[src/rtl/submatrix_search_core_defines.svh]
// Assertion macros for the submatrix search core.
`ifndef SUBMATRIX_SEARCH_CORE_DEFINES_SVH
`define SUBMATRIX_SEARCH_CORE_DEFINES_SVH

`ifndef SYNTH
`define SSC_ASSERT(lbl, prop, msg) \
    lbl: assert property (@(posedge clk) disable iff (!rst_n) prop) else $error(msg);
`define SSC_NEVER(lbl, expr, msg) \
    lbl: assert property (@(posedge clk) disable iff (!rst_n) !(expr)) else $error(msg);
`else
`define SSC_ASSERT(lbl, prop, msg)
`define SSC_NEVER(lbl, expr, msg)
`endif

`endif

[src/rtl/ssc_pkg.sv]
// Shared types, codes and helpers for the submatrix search core.
package ssc_pkg;

    localparam int ELEM_W = 32;
    localparam int SIZE_W = 10;

    localparam logic [1:0] OP_LOAD_MATRIX  = 2'd0;
    localparam logic [1:0] OP_LOAD_PATTERN = 2'd1;
    localparam logic [1:0] OP_SEARCH       = 2'd2;

    localparam logic [1:0] REG_MATRIX_ROWS  = 2'd0;
    localparam logic [1:0] REG_MATRIX_COLS  = 2'd1;
    localparam logic [1:0] REG_PATTERN_ROWS = 2'd2;
    localparam logic [1:0] REG_PATTERN_COLS = 2'd3;

    typedef logic [ELEM_W-1:0] elem_t;

    typedef struct packed {
        logic shift;
        logic pat_we;
    } cell_ctrl_t;

    function automatic logic [SIZE_W-1:0] clamp_size(input logic [SIZE_W-1:0] v,
                                                     input logic [SIZE_W-1:0] maxv);
        logic [SIZE_W-1:0] r;
        r = v;
        if (v == '0)
            r = {{(SIZE_W-1){1'b0}}, 1'b1};
        else if (v > maxv)
            r = maxv;
        return r;
    endfunction

endpackage

[src/rtl/ssc_cell.sv]
// One compare cell: holds a pattern column and one window element of the stream.
module ssc_cell #(
    parameter int PROWS = 4,
    parameter int PRIW  = 2
) (
    input  logic                  clk,
    input  ssc_pkg::cell_ctrl_t   ctrl,
    input  logic                  inject,
    input  logic [PRIW-1:0]       pat_wrow,
    input  ssc_pkg::elem_t        pat_wdata,
    input  logic [PRIW-1:0]       rd_row,
    input  ssc_pkg::elem_t        feed_data,
    input  ssc_pkg::elem_t        nbr_data,
    output ssc_pkg::elem_t        data,
    output logic                  eq
);
    import ssc_pkg::*;

    elem_t pat_reg [PROWS];
    elem_t data_reg;

    always_ff @(posedge clk)
    begin
        if (ctrl.pat_we)
            pat_reg[pat_wrow] <= pat_wdata;
        // take the fresh element at the entry cell, else the right neighbor's
        if (ctrl.shift)
            data_reg <= inject ? feed_data : nbr_data;
    end

    assign data = data_reg;
    assign eq   = (data_reg == pat_reg[rd_row]);

endmodule

[config.mk]
export PLATFORM = sky130hd
export DESIGN_NAME = ssc_cell
export DESIGN_NICKNAME = d
export VERILOG_FILES = /design/src/rtl/submatrix_search_core_defines.svh /design/src/rtl/ssc_pkg.sv /design/src/rtl/ssc_cell.sv
export SDC_FILE = /design/constraint.sdc
export NUM_CORES = 1
export LEC_CHECK = 0
export BUFFER_PORTS_ARGS = -buffer_cell sky130_fd_sc_hd__buf_4
export CAP_MARGIN = 20
export CORE_MARGIN = 2
export CORE_UTILIZATION = 60
export CTS_BUF_LIST = sky130_fd_sc_hd__clkbuf_8
export CTS_CLUSTER_SIZE = 40
export DETAILED_ROUTE_END_ITERATION = 6
export PLACE_DENSITY = 0.9
export SYNTH_ARGS = -nofsm -noshare
export SYNTH_HDL_FRONTEND = slang
export SYNTH_SLANG_ARGS = --single-unit
[constraint.sdc]
create_clock -name clk -period 5 [get_ports clk]
set_input_delay 0.5 -clock clk [delete_from_list [all_inputs] [get_ports clk]]
set_output_delay 0.5 -clock clk [all_outputs]
set_load 0.01 [all_outputs]
Word level (Yosys, flattened, before mapping)
Memories as Yosys holds them, arrays and structs flattened.
Cells that the tools add are included.
- register bits after elaboration: 32
- RAM bits: 128
- output and inout bits: 33
- logic and storage cells: 6
- memories: 1
- memory list (name ; words ; width ; read ports ; clocked after memory_dff ; wr ports ; RTL line ; text):
    pat_reg ; 4 ; 32 ; 1 ; 0 ; 1 ; ssc_cell.sv:19 ; elem_t pat_reg [PROWS];
- equality and inequality tests: 1
- multiplexer cells: 3
- operator list (cell ; count):
    $eq A32 B32 Y1 ; 1
    $mux W32 ; 1
    $mux W1 ; 2

Logic depth before layout (Yosys ltp)
Gate-level depths: netlist of run 1.
- depth after elaboration: 2
- depth in mapped cells: 7
- gate-level depth less buffers: 5

Worst setup path before layout of run 1
Ideal clock, no wire load.
- path type: input-to-reg
- from: in pat_wrow[0]
- to: mem pat_reg[0][0] (netlist bit) (enable)
- setup time: 0.468 ns
- data arrival time: 2.903 ns
- required time: 4.532 ns
- slack: 1.629 ns
- stages on the path: 1
- cells stage by stage: nor3b_1
- RTL lines (element ; RTL line ; text):
    from (decl) ; ssc_cell.sv:9 ; input logic [PRIW-1:0] pat_wrow,
    to (decl) ; ssc_cell.sv:19 ;
Straight into the memory's write port.

Worst setup path in the final report of run 1
- from: in rd_row[0]
- to: out eq
- word-level cells in the longest chain between the ends: 2
- RTL lines (element ; RTL line ; text):
    from (decl) ; ssc_cell.sv:11 ; input logic [PRIW-1:0] rd_row,
    $mem_v2 Z4 W32 ; -- ;
    $eq A32 B32 Y1 ; ssc_cell.sv:32 ; assign eq = (data_reg == pat_reg[rd_row]);
    to (decl) ; ssc_cell.sv:15 ; output logic eq
Every way passes these cells.

==> results of run 1 <==
[layer usage]
layer,GRT usage,vias to the layer above,share of wire
met5,0,-,0
met4,0.1178,0,0.038
met3,0.06201,38,0.061
met2,0.4154,142,0.53
met1,0.2909,1680,0.37
li1,-,1461,-
[worst max path at each step]
stage                      startpoint                       to  slack, ps  cells past startpoint
final                       rd_row[0]                       eq       1770                      7
after floorplan           pat_wrow[0]  pat_reg[0][0]$_DFFE_PP_       1630                      1
after global routing        rd_row[0]                       eq       1590                      7
after CTS                   rd_row[0]                       eq       1700                      7
after detailed placement    rd_row[0]                       eq       1760                      7
after global placement      rd_row[0]                       eq       1790                      7
[cell families (layout without fill, tap and decap cells)]
logic type,after synthesis,in the layout,synth area share
flops,160,160,0.7575
mux,64,64,0.1704
xor+xnor,32,32,0.04419
simple gates,16,16,0.01519
buf+inv,11,169,0.01262
[worst max-delay path, cell delays in order]
cell and delay, ps:
sky130_fd_sc_hd__buf_4 490, sky130_fd_sc_hd__mux4_2 600, sky130_fd_sc_hd__xor2_1 170, sky130_fd_sc_hd__nor4_1 440
sky130_fd_sc_hd__nand4_1 190, sky130_fd_sc_hd__nor2_1 170, sky130_fd_sc_hd__buf_4 140
[cell type report]
class                      instances  area, sq um  area share
tap                              136        170.2     0.02153
timing repair buffer             137         1028      0.1301
sequential                       160         4805      0.6078
clock inverter                    15        195.2     0.02469
clock buffer                      17        234.0     0.02960
multi-input combinational        112         1473      0.1863
[stage by stage]
step | worst slack (ps) | instance area (sq um) | power [W] | std cells | util
after CTS | 1696 | 7905 | 0.002898 | 577 | 0.7692
final | 1767 | 7905 | 0.002891 | 577 | 0.7692
after global routing | 1588 | 7905 | 0.002970 | 577 | 0.7692
after detailed placement | 1758 | 7476 | 0.001913 | 545 | 0.7274
after global placement | 1788 | 7476 | 0.001894 | 545 | 0.7274
after floorplan | 1629 | 6342 | 0.001756 | 283 | -
[where the power goes]
group / internal [W] / switching, W / leakage [nW] / total [W]
Clock: 0.000540 / 0.000470 / 0.209 / 0.00101
Sequential: 0.00156 / 0.0000346 / 1.49 / 0.00160
Combinational: 0.000157 / 0.000128 / 1.15 / 0.000284
[cells in the mapped netlist, drive strengths merged]
cell type  count  area (sq um)
nand2          1         3.750
edfxtp       160          4805
clkbuf         1         3.750
buf           10         76.32
nor4           8         50.05
and3b          1         8.760
mux4          32         720.7
xor2          32         280.3
and3           1         6.260
nand4          2         12.51
mux2          32         360.4
nor3b          1         7.510
nor2           2         7.510
[placed cells by master (no fill, tap or decap)]
cell type and instances:
sky130_fd_sc_hd__inv_1 1, sky130_fd_sc_hd__xor2_1 32, sky130_fd_sc_hd__bufinv_16 4, sky130_fd_sc_hd__mux2_2 32, sky130_fd_sc_hd__clkbuf_8 17, sky130_fd_sc_hd__edfxtp_1 160, sky130_fd_sc_hd__clkinv_4 3, sky130_fd_sc_hd__nand2_1 1
sky130_fd_sc_hd__buf_4 137, sky130_fd_sc_hd__and3b_2 1, sky130_fd_sc_hd__and3_2 1, sky130_fd_sc_hd__clkinvlp_4 4, sky130_fd_sc_hd__nor4_1 8, sky130_fd_sc_hd__nor3b_2 1, sky130_fd_sc_hd__nand4_1 2, sky130_fd_sc_hd__nor2_1 1
sky130_fd_sc_hd__mux4_2 32, sky130_fd_sc_hd__nor2_4 1, sky130_fd_sc_hd__clkinv_2 3
==> impl_metrics.yaml, run 1 <==
power:
  vdd_ir_drop_max_uv: 380.8
  power-per-cell-area_nw_per_um2: 365.8
  leakage_nw: 2.847
worst_setup_path:
  timing.critical_path.to_type: "output port"
  cp_data_arrival_time_ps: 2730
  start_kind: "primary input"
  crit_required_ps: 4500
  crit_fanout: 32
  worst-setup-path-type: "in -> out"
synthesis:
  synth-seq-cells: 160
  synthesis.area_per_instance_sq_um: 22.41
  synth.cell_area_sq_um: 6342
  synthesis.nets: 387
  yosys_warnings: 0
  cells_after_synth: 283
  ys_seq_area_frac: 0.7575
  yosys.cell_types.count: 15
timing:
  period_share: 0.6466
  final.hold.worst_slack_ps: 247.3
  grt_setup_unrepaired: "no"
  max-slew-margin-rel: 0.3051
  timing_worst_slew_pin_value_ps: 1040
  max_clock_freq_ghz: 0.3093
  finalSetupViolCount: 0
  timing.final.crit_period_ps: 3233
  final.setup.tns_ps: 0
  report.final.slew_viol_count: 0
  hold_viol: 0
clock_network:
  tritoncts_clock_tree: "yes"
  cts.hold.buffers_added: 0
  clock_tree.buffer_depth: 2
  cts_made_buffers: 17
  cts.sinks: 160
  htree_num_levels: 4
  clk_pin_slew_ps: 80
  clockRootBuffer: "sky130_fd_sc_hd__clkbuf_8"
  cts_setup_buffers: 0
  post_cts_resize_count: 0
final_layout:
  largest_register_ffs: 128
  layout-drive-gt1-share: 0.5351
  number_of_nets_at_the_end_of_the_flow: 532
  num-fill-cells: 567
  n_antenna_cell: 0
  area_growth_syn_to_layout_pct: 24.64
die:
  num_io_pins: 137
  placement_rows: 37
  die-area_sq_um: 11410
  die-width_microns: 106.8
  die_height_microns: 106.8
  effective_utilization_at_floorplan: 0.6171
  core-area_sq_um: 10280
drt:
  ant_nets: 0
  detail_route.iter0.violations: 280
  total_number_of_vias: 3321
  post_drt_via_cell_ratio: 5.756
  routed_wire_length_per_instance_microns: 22.55
  totalWireLength_mm: 13.01
  drc: 0
  first_pass_iters: 4
placement:
  dp_hpwl_mm: 8.533
  place.gp.congestion: 0.7323
  buffer_ports.inserted: 136
min_path:
  worst_hold_class: "in -> reg"
  min-delay-start: "pat_wdata[23]"
  whs_path_depth: 1
  worstHoldEndpoint: "pat_reg[0][23]$_DFFE_PP_"
global_routing:
  grt-ovfl-total: 0
  antenna_violations_before_repair: 0
  grt_max_degree: 33
  vias_in_the_first_global_route: 3668
  grt_pass1_wl_mm: 19.62
  grt_usage: 0.2434
flow_run:
  maxCapViolCount: 0
outcome:
  result_of_the_run: "complete, no violations"
(Power assumes the default switching activity.)
==> inputs of run 2 (changes only) <==
--- a/config.mk
+++ b/config.mk
@@ -8,11 +8,11 @@
 export BUFFER_PORTS_ARGS = -buffer_cell sky130_fd_sc_hd__buf_4
 export CAP_MARGIN = 20
 export CORE_MARGIN = 2
-export CORE_UTILIZATION = 60
+export CORE_UTILIZATION = 51
 export CTS_BUF_LIST = sky130_fd_sc_hd__clkbuf_8
 export CTS_CLUSTER_SIZE = 40
 export DETAILED_ROUTE_END_ITERATION = 6
-export PLACE_DENSITY = 0.9
+export PLACE_DENSITY = 0.81
 export SYNTH_ARGS = -nofsm -noshare
 export SYNTH_HDL_FRONTEND = slang
 export SYNTH_SLANG_ARGS = --single-unit
==> constraint.sdc (replaced) <==
create_clock -name clk -period 2.9 [get_ports clk]
set_input_delay 0.29 -clock clk [delete_from_list [all_inputs] [get_ports clk]]
set_output_delay 0.29 -clock clk [all_outputs]
set_load 0.01 [all_outputs]
==> run 2 against run 1 <==
Power grew 62%. Combinational power grew 73%. Flip-flop and latch count stayed put. Via count down 2.8%. Sequential share of layout area decreased by 0.20 points. First-iteration DRC count shrank 42%. Critical path type is now reg -> out. Critical endpoint unchanged. Highest routed layer unchanged.
==> impl_metrics.yaml, run 2 (same netlist as run 1, synthesis figures left out) <==
clock_network:
  cts_setup_buffers: 0
  clock_tree.buffer_depth: 2
  post_cts_resize_count: 0
  clk_pin_slew_ps: 80
  tritoncts_clock_tree: "yes"
  cts.sinks: 160
  htree_num_levels: 4
  clockRootBuffer: "sky130_fd_sc_hd__clkbuf_8"
  cts.hold.buffers_added: 0
  cts_made_buffers: 17
timing:
  period_share: 0.9149
  report.final.slew_viol_count: 0
  hold_viol: 0
  max-slew-margin-rel: 0.4255
  timing_worst_slew_pin_value_ps: 861.7
  timing.final.crit_period_ps: 2653
  max_clock_freq_ghz: 0.3769
  final.hold.worst_slack_ps: 54.81
  grt_setup_unrepaired: "no"
  final.setup.tns_ps: 0
  finalSetupViolCount: 0
worst_setup_path:
  timing.critical_path.to_type: "output port"
  start_kind: "flip-flop"
  crit_fanout: 1
  worst-setup-path-type: "reg -> out"
  cp_data_arrival_time_ps: 2360
  crit_required_ps: 2610
power:
  leakage_nw: 2.872
  power.total_w: 0.004689
  power-per-cell-area_nw_per_um2: 591.2
  pwr-share-seq: 0.587
  p_switching_w: 0.0009880
  vdd_ir_drop_max_uv: 267.3
  share_clk_of_total_power: 0.308
  power.internal_w: 0.003701
  power.share.combinational: 0.105
  switching_share: 0.2107
drt:
  post_drt_via_cell_ratio: 5.256
  routed_wire_length_per_instance_microns: 20.37
  detail_route.iter0.violations: 163
  totalWireLength_mm: 12.51
  total_number_of_vias: 3227
  ant_nets: 0
  drc: 0
  first_pass_iters: 4
final_layout:
  layout-drive-gt1-share: 0.5202
  layout.cells.most_common: "sky130_fd_sc_hd__edfxtp_1"
  final_cell_count_no_fill: 614
  largest_register_ffs: 128
  fin_util: 0.6576
  number_of_nets_at_the_end_of_the_flow: 537
  n_antenna_cell: 0
  area_growth_syn_to_layout_pct: 25.05
  layout_common_cells: "160 x sky130_fd_sc_hd__edfxtp_1, 140 x sky130_fd_sc_hd__buf_4, 32 x sky130_fd_sc_hd__mux2_2, 32 x sky130_fd_sc_hd__mux4_2, 32 x sky130_fd_sc_hd__xor2_1"
die:
  num_io_pins: 137
  core-area_sq_um: 12060
  die_height_microns: 115.5
  effective_utilization_at_floorplan: 0.5258
  placement_rows: 40
  die-width_microns: 115.5
  die-area_sq_um: 13340
flow_run:
  maxCapViolCount: 0
outcome:
  result_of_the_run: "complete, no violations"
placement:
  buffer_ports.inserted: 136
  dp_hpwl_mm: 8.358
  place.gp.congestion: 0.7387
  placed_insts: 582
global_routing:
  grt_usage: 0.1946
  grt_pass1_wl_mm: 18.44
  vias_in_the_first_global_route: 3420
  antenna_violations_before_repair: 0
  grt-ovfl-total: 0
  grt_max_degree: 33
min_path:
  worst_hold_class: "in -> reg"
-- run 2: cell count changes in the layout (fill, tap and decap cells not counted) --
cell                         change
sky130_fd_sc_hd__clkinv_1        +5
sky130_fd_sc_hd__bufinv_16       -2
sky130_fd_sc_hd__clkinv_4        -3
sky130_fd_sc_hd__nor3b_2         -1
sky130_fd_sc_hd__buf_12          +2
sky130_fd_sc_hd__clkinvlp_4      -4
sky130_fd_sc_hd__nor3b_4         +1
sky130_fd_sc_hd__buf_4           +3
sky130_fd_sc_hd__inv_1           +4
-- run 2: cell type report --
cell class	instances	area, sq um
Sequential cell	160	4805
Fill cell	788	4130
Multi-Input combinational cell	112	1479
Timing Repair Buffer	142	1091
Clock buffer	17	234.0
Tap cell	168	210.2
Clock inverter	15	112.6
-- run 2: per-stage QoR --
step | cell area (sq um) | worst slack (ps)
2_1_floorplan | 6347 | 779.4
3_3_place_gp | 7585 | 182.6
3_5_place_dp | 7585 | 302.8
4_1_cts | 7931 | 171.6
5_1_grt | 7931 | 80.71
6_report | 7931 | 246.8
-- run 2: critical path, stage by stage, from the launching register on --
cell and delay [ps]:
sky130_fd_sc_hd__edfxtp_1 380, sky130_fd_sc_hd__mux4_2 480, sky130_fd_sc_hd__xor2_1 160, sky130_fd_sc_hd__nor4_1 430
sky130_fd_sc_hd__nand4_1 220, sky130_fd_sc_hd__nor2_1 130, sky130_fd_sc_hd__buf_4 140
-- run 2: layer usage --
metal | vias up | track usage | part of all wire
li1 | 1466 | - | -
met1 | 1627 | 0.2432 | 0.40
met2 | 112 | 0.3271 | 0.53
met3 | 22 | 0.04550 | 0.047
met4 | 0 | 0.08755 | 0.026
met5 | - | 0 | 0
-- run 2: power by group through the flow --
stage / sequential [W] / clock [W] / combinational (W)
after CTS: 0.00275 / 0.00148 / 0.000498
after detailed placement: 0.00280 / 0 / 0.000496
after global placement: 0.00280 / 0 / 0.000482
after global routing: 0.00276 / 0.00157 / 0.000531
after floorplan: 0.00281 / 0 / 0.000223
final: 0.00275 / 0.00145 / 0.000492
-- run 2: final timing paths --
kind / start / to / slack (ps) / cells past startpoint
worst min-delay path: pat_wdata[19] / pat_reg[2][19]$_DFFE_PP_ / 50 / 1
worst max-delay path: pat_reg[3][13]$_DFFE_PP_ / eq / 250 / 6
==> inputs of run 3 (changes only) <==
--- a/config.mk
+++ b/config.mk
@@ -5,14 +5,15 @@
 export SDC_FILE = /design/constraint.sdc
 export NUM_CORES = 1
 export LEC_CHECK = 0
+export ABC_AREA = 1
 export BUFFER_PORTS_ARGS = -buffer_cell sky130_fd_sc_hd__buf_4
 export CAP_MARGIN = 20
 export CORE_MARGIN = 2
-export CORE_UTILIZATION = 51
+export CORE_UTILIZATION = 52
 export CTS_BUF_LIST = sky130_fd_sc_hd__clkbuf_8
 export CTS_CLUSTER_SIZE = 40
 export DETAILED_ROUTE_END_ITERATION = 6
-export PLACE_DENSITY = 0.81
+export PLACE_DENSITY = 0.82
 export SYNTH_ARGS = -nofsm -noshare
 export SYNTH_HDL_FRONTEND = slang
 export SYNTH_SLANG_ARGS = --single-unit
==> run 3 against run 2 <==
Non-clock buffer count is 3 higher. First-iteration DRC count rose by 150%. Global-route usage grew 2.0 points. Combinational power is 16% higher. Cell count increased by 48%. Power rose by 6.4%. Critical path type is now in -> out. Largest power group unchanged. Highest routed layer unchanged.
==> impl_metrics.yaml, run 3 <==
die:
  die-width_microns: 119.4
  die-area_sq_um: 14260
  num_io_pins: 137
  placement_rows: 42
  die_height_microns: 119.4
  core-area_sq_um: 13140
  effective_utilization_at_floorplan: 0.5273
clock_network:
  clk_pin_slew_ps: 80
  cts.hold.buffers_added: 0
  cts.sinks: 160
  clock_tree.buffer_depth: 2
  cts_setup_buffers: 0
  htree_num_levels: 4
  clockRootBuffer: "sky130_fd_sc_hd__clkbuf_8"
  tritoncts_clock_tree: "yes"
  post_cts_resize_count: 0
  cts_made_buffers: 17
drt:
  total_number_of_vias: 4755
  ant_nets: 0
  first_pass_iters: 4
  detail_route.iter0.violations: 405
  totalWireLength_mm: 14.65
  routed_wire_length_per_instance_microns: 16.11
  post_drt_via_cell_ratio: 5.231
  drc: 0
power:
  power.internal_w: 0.003875
  switching_share: 0.2234
  pwr-share-seq: 0.552
  leakage_nw: 3.456
  p_switching_w: 0.001115
  vdd_ir_drop_max_uv: 366.8
  power.share.combinational: 0.114
  share_clk_of_total_power: 0.333
  power-per-cell-area_nw_per_um2: 587.2
global_routing:
  grt-ovfl-total: 0
  grt_pass1_wl_mm: 23.13
  grt_max_degree: 65
  grtUsageMet2: 0.3700
  grt.met1_usage: 0.2528
  met3_usage: 0.05508
  vias_in_the_first_global_route: 4894
  antenna_violations_before_repair: 0
  grt-busiest-layer: "met2"
  grt_usage: 0.2145
worst_setup_path:
  worstSetupStartpoint: "rd_row[0]"
  slowest_delay_ps: 320
  crit_family: "simple AND/OR/NAND/NOR gates"
  timing.critical_path.to_type: "output port"
  worst-setup-path-type: "in -> out"
  cp_data_arrival_time_ps: 2090
  cpMaxStageDelayCell: "sky130_fd_sc_hd__inv_2"
  start_kind: "primary input"
  path_cells: "buf_4 > inv_2 > buf_4 > nand2_1 > nand3_1 > nand2_1 > nand2_1 > nand2_1 > nor2_1 > nand2_1 > nor2_1 > nand2_1 > nor2_1 > buf_4"
  crit_fanout: 22
  crit_required_ps: 2610
  worst_path_most_repeated_cell: "sky130_fd_sc_hd__nand2_1"
  cp.buffers_inverters: 4
min_path:
  worst_hold_class: "in -> reg"
  min-delay-start: "pat_wdata[5]"
timing:
  timing.final.crit_period_ps: 2380
  finalSetupViolCount: 0
  period_share: 0.8208
  report.final.slew_viol_count: 0
  timing_worst_slew_pin_value_ps: 681.7
  hold_viol: 0
  setup_ws_ps: 519.8
  max-slew-margin-rel: 0.5449
  max_clock_freq_ghz: 0.4201
  grt_setup_unrepaired: "no"
synthesis:
  post_synth_and_or_nand_nor_area_fraction: 0.2238
  ys_seq_area_frac: 0.6935
  synth_xor_xnor_area_share: 0
  yosys.cell_types.count: 16
  synthTopCellsByCount: "235 x sky130_fd_sc_hd__nand2_1, 160 x sky130_fd_sc_hd__edfxtp_1, 63 x sky130_fd_sc_hd__nand3_1, 29 x sky130_fd_sc_hd__nand3b_1"
  synth_area_in_compound_gates: 0
  synthesis.nets: 684
  yosys_warnings: 0
  ys_dominant_reg_cell: "sky130_fd_sc_hd__edfxtp_1"
  yosys.area.top_type_share: 0.6935
  synth-seq-cells: 160
  synth_top_cell_by_area: "sky130_fd_sc_hd__edfxtp_1"
  synth.area.mux_share: 0.05201
  synthArstFlopShare: 0
  dominant_cell_by_count_in_the_synthesized_netlist: "sky130_fd_sc_hd__nand2_1"
  synth-adder-area-share: 0
  cells_after_synth: 580
  number_of_enable_flip_flop_cells_after_synthesis: 160
  largest_family_of_logic_cells_by_synthesized_area: "simple AND/OR/NAND/NOR gates"
  synthesis.area_per_instance_sq_um: 11.94
  synth.area.top_cells: "sky130_fd_sc_hd__edfxtp_1 69%, sky130_fd_sc_hd__nand2_1 13%, sky130_fd_sc_hd__nand3_1 4.6%"
  synth.cell_area_sq_um: 6928
placement:
  post_dp_cell_area_sq_um: 8090
  dp_slack_ps: 564.2
  buffer_ports.inserted: 136
  place.gp.congestion: 0.7843
  dp_hpwl_mm: 9.543
  placed_insts: 877
final_layout:
  layout-drive-gt1-share: 0.2742
  n_antenna_cell: 0
  number_of_nets_at_the_end_of_the_flow: 824
  final_cell_count_no_fill: 909
  fin_area_sq_um: 8498
  fin_util: 0.6469
  layout_common_cells: "235 x sky130_fd_sc_hd__nand2_1, 160 x sky130_fd_sc_hd__edfxtp_1, 145 x sky130_fd_sc_hd__buf_4"
  largest_register_ffs: 128
  layout.cells.most_common: "sky130_fd_sc_hd__nand2_1"
  area_growth_syn_to_layout_pct: 22.67
outcome:
  result_of_the_run: "complete, no violations"
flow_run:
  maxCapViolCount: 0
[run 3: path summary, 6_finish.rpt]
kind / endpoint / cells past startpoint
worst max-delay path: eq / 14
worst min-delay path: pat_reg[1][5]$_DFFE_PP_ / 1
[run 3: layout make-up]
cell class / count / area [sq um]
clock buffers: 17 / 234.0
clock inverters: 15 / 173.9
fillers: 985 / 4639
inverters: 9 / 33.78
multi-input cells: 387 / 1943
flip-flops and latches: 160 / 4805
well taps: 176 / 220.2
repair buffers: 145 / 1089
[run 3: metal layers]
metal | vias up | part of all wire
li1 | 2296 | -
met5 | - | 0
met2 | 192 | 0.51
met4 | 0 | 0.025
met3 | 26 | 0.073
met1 | 2241 | 0.39
[run 3: cells by family after synthesis]
family / count (synthesis)
multiplexers: 32
flip-flops: 160
AND/OR/NAND/NOR: 355
buffers and inverters: 33
[run 3: per-stage QoR]
stage	power (W)	hold slack, ps	setup TNS [ps]
floorplan	0.003096	388.9	-8241
global placement	0.003348	488.3	0
global route	0.005180	18.76	0
CTS	0.005013	19.87	0
finish	0.004990	47.35	0
detailed placement	0.003378	491.7	0
[run 3: power groups by stage]
| stage | logic (W) | clock network (W) | registers (W) |
|---|---|---|---|
| finish | 0.000570 | 0.00166 | 0.00276 |
| CTS | 0.000573 | 0.00168 | 0.00276 |
| global route | 0.000631 | 0.00178 | 0.00277 |
| detailed placement | 0.000570 | 0 | 0.00281 |
| floorplan | 0.000288 | 0 | 0.00281 |
| global placement | 0.000546 | 0 | 0.00280 |
